--- src/hw/rtl/positional_array_list_engine_core_assert.svh ---
// assertion macros for the array list engine core
// used by the top level only, no other dependencies
`ifndef POSITIONAL_ARRAY_LIST_ENGINE_CORE_ASSERT_SVH
`define POSITIONAL_ARRAY_LIST_ENGINE_CORE_ASSERT_SVH
// implication checked on every clock edge outside reset
`define PALE_ASSERT_IMP(lbl, ante, cons) \
    lbl: assert property (@(posedge clk) disable iff (!rst_n) (ante) |-> (cons)) \
        else $error("assertion failed");
// next-cycle implication checked outside reset
`define PALE_ASSERT_NEXT(lbl, ante, cons) \
    lbl: assert property (@(posedge clk) disable iff (!rst_n) (ante) |=> (cons)) \
        else $error("assertion failed");
`endif

--- src/hw/rtl/pale_pkg.sv ---
// shared types and constants for the array list engine
// no dependencies
`default_nettype none
package pale_pkg;
    localparam int DEPTH = 64;
    localparam int CW = $clog2(DEPTH + 1);
    localparam logic [1:0] OP_INS = 2'd0;
    localparam logic [1:0] OP_DEL = 2'd1;
    localparam logic [1:0] OP_SRCH = 2'd2;
    localparam logic [1:0] OP_DEDUP = 2'd3;
    localparam logic [1:0] ST_OK = 2'd0;
    localparam logic [1:0] ST_BADPOS = 2'd1;
    localparam logic [1:0] ST_FULL = 2'd2;
    localparam logic [1:0] ST_MISS = 2'd3;
    // command broadcast to all cells
    typedef struct packed {
        logic              ins;     // shift up from pos
        logic              del;     // shift down from pos
        logic              cmp;     // compare against key
        logic              kill;    // mark matches of key after pos dead
        logic              pack;    // compact step
        logic [CW-1:0]     pos;     // 0-based boundary
        logic [31:0]       key;
    } pale_cmd_t;
endpackage
`default_nettype wire

--- src/hw/rtl/pale_cell.sv ---
// one list slot: value register with shift, compare and compaction
// depends on pale_pkg
`default_nettype none
module pale_cell (
    input  wire logic              clk,
    input  wire logic              rst_n,
    input  wire logic [pale_pkg::CW-1:0] idx,
    input  wire pale_pkg::pale_cmd_t cmd,
    input  wire logic [pale_pkg::CW-1:0] cnt,
    input  wire logic [31:0]       left_val,
    input  wire logic [31:0]       right_val,
    input  wire logic              right_live,
    input  wire logic              left_hole,
    output logic [31:0]            val,
    output logic                   live,
    output logic                   hit,
    output logic                   hole
);
    logic [31:0] val_reg;
    logic        live_reg;
    logic        used;

    assign used = idx < cnt;
    assign val = val_reg;
    assign live = live_reg;
    assign hit = used && live_reg && (cmd.cmp || cmd.kill) && (val_reg == cmd.key);
    // a slot with a dead slot at or before it in use range
    assign hole = used && (!live_reg || left_hole);

    always_ff @(posedge clk)
    begin
        if (cmd.ins && idx > cmd.pos)
            val_reg <= left_val;
        else if (cmd.ins && idx == cmd.pos)
            val_reg <= cmd.key;
        else if (cmd.del && idx >= cmd.pos)
            val_reg <= right_val;
        else if (cmd.pack && hole)
            val_reg <= right_val;
    end

    always_ff @(posedge clk or negedge rst_n)
    begin
        if (!rst_n)
            live_reg <= 1'b1;
        else if (cmd.kill && hit && idx > cmd.pos)
            live_reg <= 1'b0;
        else if (cmd.pack && hole)
            live_reg <= right_live;
        else if (cmd.ins || cmd.del)
            live_reg <= 1'b1;
    end
endmodule
`default_nettype wire

--- config.mk ---
export PLATFORM = sky130hd
export DESIGN_NAME = pale_cell
export DESIGN_NICKNAME = d
export VERILOG_FILES = /design/src/hw/rtl/positional_array_list_engine_core_assert.svh /design/src/hw/rtl/pale_pkg.sv /design/src/hw/rtl/pale_cell.sv
export SDC_FILE = /design/constraint.sdc
export NUM_CORES = 1
export LEC_CHECK = 0
export ABC_AREA = 1
export BUFFER_PORTS_ARGS = -buffer_cell sky130_fd_sc_hd__buf_4
export CORE_ASPECT_RATIO = 1.75
export CORE_MARGIN = 2
export CORE_UTILIZATION = 41
export DETAILED_ROUTE_END_ITERATION = 10
export PLACE_DENSITY = 0.78
export SYNTH_ARGS = -nofsm -noshare
export SYNTH_HDL_FRONTEND = slang
export SYNTH_SLANG_ARGS = --single-unit
--- constraint.sdc ---
create_clock -name clk -period 2.1 [get_ports clk]
set_input_delay 0.21 -clock clk [delete_from_list [all_inputs] [get_ports clk]]
set_output_delay 0.21 -clock clk [all_outputs]
set_load 0.02 [all_outputs]
Word-level counts from Yosys, hierarchy flattened

Cells that the tools add are included.

Multiplexer cells: 7
Magnitude comparators: 3
Reduce and logical (&&, ||, !) cells: 16
Add/sub/neg operators: 0
Shift operators: 0
Bitwise gates (word level): 0
Eq/ne operators: 2
Div/mod/pow operators: 0
Multipliers: 0

Operators by type and width:

| operator          | number |
|---|---|
| $mux 32           | 4 |
| $eq 32x32->1      | 1 |
| $logic_and 1x1->1 | 10 |
| $eq 7x7->1        | 1 |
| $ge 7x7->1        | 1 |
| $gt 7x7->1        | 1 |
| $lt 7x7->1        | 1 |
| $reduce_bool 4->1 | 1 |
| $logic_or 1x1->1  | 3 |
| $mux 1            | 3 |
| $reduce_bool 3->1 | 1 |
| $logic_not 1->1   | 1 |

Register bits after elaboration: 33
Logic and storage cells: 30
Bits in writable memories: 0
Output and inout bits: 35
Latch bits: 0
Memory bits (read-only): 0
Memories: 0
Input bits: 126

Longest topological paths before layout

Gate-level depths: netlist of the first run.

Depth after elaboration: 8
Mapped depth: 12
Depth with buffers taken out: 12

Worst setup path before layout of the first run

Ideal clock, no wire load.

Kind: input to register
Start point: in cmd[38] in the netlist's numbering
End point: reg val_reg[0] (netlist: val[0]), enable pin
Arrival: 3.229 ns
Cell stages on the path: 8
Setup time: 0.466 ns
Slack: -1.595 ns
Cell sequence: inv_1 > ha_1 > nand2_2 > nor2_4 > nand2_1 > nand2_2 > a21oi_1 > o21ai_0

Longest elaborated chain between the ends: 3
Elaborated cells on any way between the ends: 7
Those cells by class: 2 x order compare; 1 x eq/ne; 4 x reduce/logical

RTL lines:

| what                                     | line                                              | RTL |
|---|---|---|
| start: declaration                       | pale_cell.sv:8                                    | `input wire pale_pkg::pale_cmd_t cmd,` |
| $gt 7x7->1, or another cell as far along | pale_cell.sv:32                                   | `if (cmd.ins && idx > cmd.pos)` |
| $logic_and 1x1->1 (on tied branches)     | pale_cell.sv:32, pale_cell.sv:34, pale_cell.sv:36 |  |
| $reduce_bool 4->1 (no source line) (*)   | n/a                                               |  |
| end signal: assignment                   | pale_cell.sv:33                                   | `val_reg <= left_val;` |
| end signal: assignment                   | pale_cell.sv:35                                   | `val_reg <= cmd.key;` |
| end signal: assignment                   | pale_cell.sv:37                                   | `val_reg <= right_val;` |
| end: declaration                         | pale_cell.sv:19                                   | `logic [31:0] val_reg;` |

Mark *: on every way between the ends. The rest lies on a longest branch, timed or not.
A chain may end at the register's enable or synchronous reset.

Worst setup path in the final report of the first run

Start point: reg val_reg[8] (netlist: val[8])
End point: out hit

Longest elaborated chain between the ends: 2

RTL lines:

| what              | line            | RTL |
|---|---|---|
| $eq 32x32->1      | pale_cell.sv:26 | `assign hit = used && live_reg && (cmd.cmp \|\| cmd.kill) && (val_reg == cmd.key);` |
| $logic_and 1x1->1 | pale_cell.sv:26 |  |
| end: declaration  | pale_cell.sv:16 | `output logic hit,` |

No other way between the ends.

==> impl_metrics.yaml, run 1 <==
outcome:
  status: "completed"
floorplanning:
  fp.dieH_um: 116
  ioPinCount: 161
  rows: 40
  die_x_um: 68.0
  dieArea_mm2: 0.00789
  initial_utilization: 0.426
  core_mm2: 0.00691
sta:
  fin_setup_tns_ns: 0
  whs_ns: 0.214
  post-route-min-period_ns: 1.87
  finalSetupViolCount: 0
  clock-skew-final_ns: 0.00270
  slew_headroom: 0.704
  hold_viol_final: 0
  maxSlewViolCount: 0
  timing.final.crit_share: 0.891
  tightest_slew_ns: 0.443
  rsz0062_at_grt: "false"
  fmax_mhz: 534
routing:
  routed_via_density: 4.95
  wirelength_mm: 9.67
  drcViolationCount: 0
  vias: 3339
  first_pass_iters: 4
  first_iter_violations: 173
  wl_per_cell_um: 14.3
  antenna_left: 0
yosys:
  synthTopCellsByCount: "nand2_1 (122), inv_1 (63), nor2_1 (55)"
  ys_seq_area_frac: 0.336
  synthFlopType: "edfxtp_1"
  synth_most_common_cell: "nand2_1"
  synthTopCellsByArea: "edfxtp_1 (33%), nand2_1 (16%), inv_1 (8.0%)"
  avgSynthCellArea_um2: 6.84
  synth_cell_type_count: 29
  post-synth-top-area-cell: "edfxtp_1"
  postSynthCellCount: 430
  async_flop_share: 0.0303
  yosysTopAreaCellShare: 0.327
  synth_nets: 569
  yosysWarnings: 0
  synth_edf_count: 32
  syn_area_mm2: 0.00294
  ys_ff_latch: 33
clock_tree:
  cts-htree-levels: 2
  clk_latency_ns: 0.28
  hold_buffers: 1
  cts_tree: "done"
  cts.path.max_buffers: 2
  postCtsSetupBuffers: 0
  cts_resized: 0
  cts-root-buf: "clkbuf_16"
  clock_sinks: 33
  clk_pin_slew_ns: 0.05
  numCtsBuffers: 5
grt:
  overflow: 0
  grt_max_degree: 44
  grt_pass1_wl_mm: 14.9
  grt_antenna_before_repair: 0
  grt_pass1_vias: 3416
  track_usage: 0.251
placement:
  hpwlAfterDp_mm: 7.92
  gp_congestion: 0.897
  place_inst: 666
  portBuffers: 160
worst_setup_path:
  start_kind: "register"
  timing.reg2reg.setup_slack_ns: 0.73
  crit_path_end_kind: "output port"
  path_max_fanout: 2
  criticalPathCategory: "reg2out"
  critPathArrivalTime_ns: 1.66
  cp.required_ns: 1.89
power_and_ir_drop:
  power_density_mw_per_mm2: 592
  p_leak_nw: 2.27
  total_power_mw: 2.60
  peakVddDrop_v: 0.000495
finish:
  area_growth_pct: 49.4
  finish.net_count: 729
  drive_gt1_frac: 0.311
  largest_register_ffs: 32
  fin_util: 0.636
  diodes: 0
  fillers: 620
  stdcell_count: 675
run:
  drv_cap: 0
min_path:
  min_path_type: "in2reg"
## area by class of cell
class / count / area, µm² / area share
clock buffer: 8 / 136 / 0.0310
inverter: 63 / 236 / 0.0538
multi-input combinational: 321 / 1630 / 0.371
sequential: 33 / 987 / 0.225
tap: 84 / 105 / 0.0239
timing repair buffer: 166 / 1300 / 0.296
## worst paths after layout
kind                              startpoint      end  cells after the start
worst min register to register          live     live                      6
min in group asynchronous              rst_n     live                      2
worst min-delay path            left_val[12]  val[12]                      2
max in group asynchronous              rst_n     live                      2
worst max register to register          live     live                      9
worst max-delay path                  val[8]      hit                      7
## logic make-up after synthesis
| logic type | Yosys count | share of synthesized area |
|---|---|---|
| AO/OA/AOI/OAI | 76 | 0.140 |
| AND/OR/NAND/NOR | 221 | 0.323 |
| adder cells (fa/ha/maj) | 13 | 0.0553 |
| flip-flops | 33 | 0.336 |
| buffers and inverters | 76 | 0.114 |
| XOR/XNOR | 11 | 0.0328 |
## critical path, stage by stage, from the launching register on
cell      delay, ns
edfxtp_1       0.40
xnor2_1        0.26
nand3_1        0.11
nand3b_1       0.18
nor2_1         0.11
nand3_1        0.08
nor2_1         0.09
buf_4          0.15
## per-layer routing
layer | share of wire | GRT usage
met1 | 0.33 | 0.235
met2 | 0.56 | 0.486
met3 | 0.066 | 0.0437
met4 | 0.043 | 0.136
met5 | 0 | 0
## cells in the final DEF (no fill, tap or decap)
master,count
a21o_1,1
a21oi_1,28
buf_12,4
buf_4,161
clkbuf_1,3
clkbuf_16,5
dfstp_2,1
dlygate4sd3_1,1
edfxtp_1,32
ha_1,13
inv_1,63
nand2_1,122
nand2_2,2
nand2_4,1
nand3_1,24
nand3_4,1
nand3b_1,1
nand4_1,2
nor2_1,55
nor2_2,1
nor2_4,1
nor2_8,1
nor3_1,1
nor3b_1,4
o21a_1,11
o21ai_0,29
o21ai_1,6
o21ai_4,1
or2_2,5
xnor2_1,8
xor2_1,3
## stage by stage
step / instance area (µm²) / setup WS [ns]
floorplan: 2950 / 0.164
global placement: 4250 / 0.216
detailed placement: 4250 / 0.168
CTS: 4390 / 0.222
global route: 4390 / 0.100
finish: 4390 / 0.229
## power by group
part	switching [mW]	total [mW]	internal [mW]
logic	0.520	0.969	0.449
clock network	0.273	0.714	0.441
registers	0.0675	0.917	0.850
total	0.860	2.60	1.74
(Power assumes the default switching activity.)
==> run 2, diff against run 1 <==
CORE_ASPECT_RATIO = default   (was 1.75)
==> impl_metrics.yaml, run 2 (same netlist as run 1, synthesis figures left out) <==
power_and_ir_drop:
  total_power_mw: 2.35
  p_leak_nw: 2.27
  switching_power_uw: 816
  p_seq_frac: 0.390
  pwr-share-clk: 0.195
  switching_share: 0.347
  peakVddDrop_v: 0.000286
  power_density_mw_per_mm2: 534
  internal-power_mw: 1.53
  combPwrFrac: 0.414
grt:
  grt_pass1_wl_mm: 13.6
  track_usage: 0.221
  grt_max_degree: 36
  overflow: 0
  grt_antenna_before_repair: 0
  grt_pass1_vias: 3163
finish:
  drive_gt1_frac: 0.318
  mostFrequentLayoutCells: "buf_4 (161), nand2_1 (122), inv_1 (63)"
  diodes: 0
  area_growth_pct: 49.7
  final_common_cell: "buf_4"
  fillers: 628
  largest_register_ffs: 32
  finish.net_count: 731
sta:
  post-route-min-period_ns: 1.89
  fmax_mhz: 529
  fin_setup_tns_ns: 0
  rsz0062_at_grt: "false"
  worst_slack_ns: 0.210
  finalSetupViolCount: 0
  clock-skew-final_ns: 0.00436
  timing.final.crit_share: 0.900
  hold_viol_final: 0
  slew_headroom: 0.699
  maxSlewViolCount: 0
  tightest_slew_ns: 0.451
worst_setup_path:
  path_max_fanout: 2
  start_kind: "register"
  cp.required_ns: 1.89
  crit_path_end_kind: "output port"
  critPathArrivalTime_ns: 1.68
  timing.reg2reg.setup_slack_ns: 0.73
  criticalPathCategory: "reg2out"
clock_tree:
  postCtsSetupBuffers: 0
  cts.path.max_buffers: 2
  clk_latency_ns: 0.29
  numCtsBuffers: 5
  cts-root-buf: "clkbuf_8"
  cts-htree-levels: 2
  clock_sinks: 33
  cts_tree: "done"
  clk_pin_slew_ns: 0.07
routing:
  wl_met3_um: 619
  wl_per_cell_um: 13.0
  wirelength_mm: 8.92
  first_pass_iters: 5
  vias: 3255
  routed_via_density: 4.73
  wl_met2_mm: 4.32
  drcViolationCount: 0
  wl_met1_mm: 3.77
  antenna_left: 0
  topRoutingLayerUsed: "met4"
  first_iter_violations: 190
placement:
  gp_congestion: 0.909
  dp_slack_ns: 0.156
  hpwlAfterDp_mm: 7.38
  portBuffers: 160
floorplanning:
  ioPinCount: 161
  initial_utilization: 0.428
  dieArea_mm2: 0.00787
  core_mm2: 0.00687
  rows: 30
  die_x_um: 88.7
  fp.dieH_um: 88.7
min_path:
  min_path_type: "in2reg"
outcome:
  status: "completed"
run:
  drv_cap: 0
run 2: cell types whose count changed in the layout (fill, tap and decap cells not counted):
cell	before	now
clkbuf_8	0	5
a21oi_2	0	1
clkbuf_16	5	0
clkinv_1	0	1
xnor2_1	8	7
buf_12	4	6
a21oi_1	28	27
clkbuf_1	3	1
xnor2_2	0	1
run 2: worst max-delay path: stages (launching register included):
cell and delay, ns:
edfxtp_1 0.42, xnor2_1 0.28, nand2_1 0.12, nor3b_1 0.19, nand3_1 0.10, nor2_1 0.12, buf_4 0.16
run 2: worst paths after layout:
path	startpoint	end	cells after the start
max in group asynchronous	rst_n	live	2
hold / removal	left_val[28]	val[28]	2
min in group asynchronous	rst_n	live	2
hold reg to reg	live	live	6
setup / recovery	val[12]	hit	6
setup reg to reg	val[24]	live	8
run 2: metal layers:
metal / track usage / vias to the layer above
li1: - / 1700
met1: 0.265 / 1412
met2: 0.390 / 122
met3: 0.0466 / 21
met4: 0.0771 / 0
met5: 0 / -
run 2: cell type report:
class,count,area (µm²),share of cell area
multi-input combinational,321,1640,0.373
timing repair buffer,168,1340,0.304
sequential,33,987,0.224
inverter,63,236,0.0537
tap,96,120,0.0273
clock buffer,6,72.6,0.0165
clock inverter,1,3.75,0.000853
run 2: metrics by stage:
stage / instances / hold slack [ns] / utilization / instance area (µm²)
2_1_floorplan: 430 / 0.0622 / - / 2950
3_3_place_gp: 680 / 0.143 / 0.626 / 4300
3_5_place_dp: 680 / 0.147 / 0.626 / 4300
4_1_cts: 688 / 0.196 / 0.639 / 4390
5_1_grt: 688 / 0.195 / 0.641 / 4400
6_report: 688 / 0.199 / 0.641 / 4400
run 2: repair_timing:
item	in CTS	in global routing
setup endpoints to repair	0	1
resized for setup	0	2
hold buffers	1	0
hold endpoints to repair	1	0
run 2: power by group through the flow:
stage | Combinational, mW | Sequential (mW) | Clock (mW)
floorplan | 0.406 | 1.03 | 0
detailed placement | 0.972 | 0.930 | 0
global route | 1.07 | 0.926 | 0.490
CTS | 0.976 | 0.917 | 0.471
global placement | 0.957 | 0.926 | 0
finish | 0.974 | 0.918 | 0.459
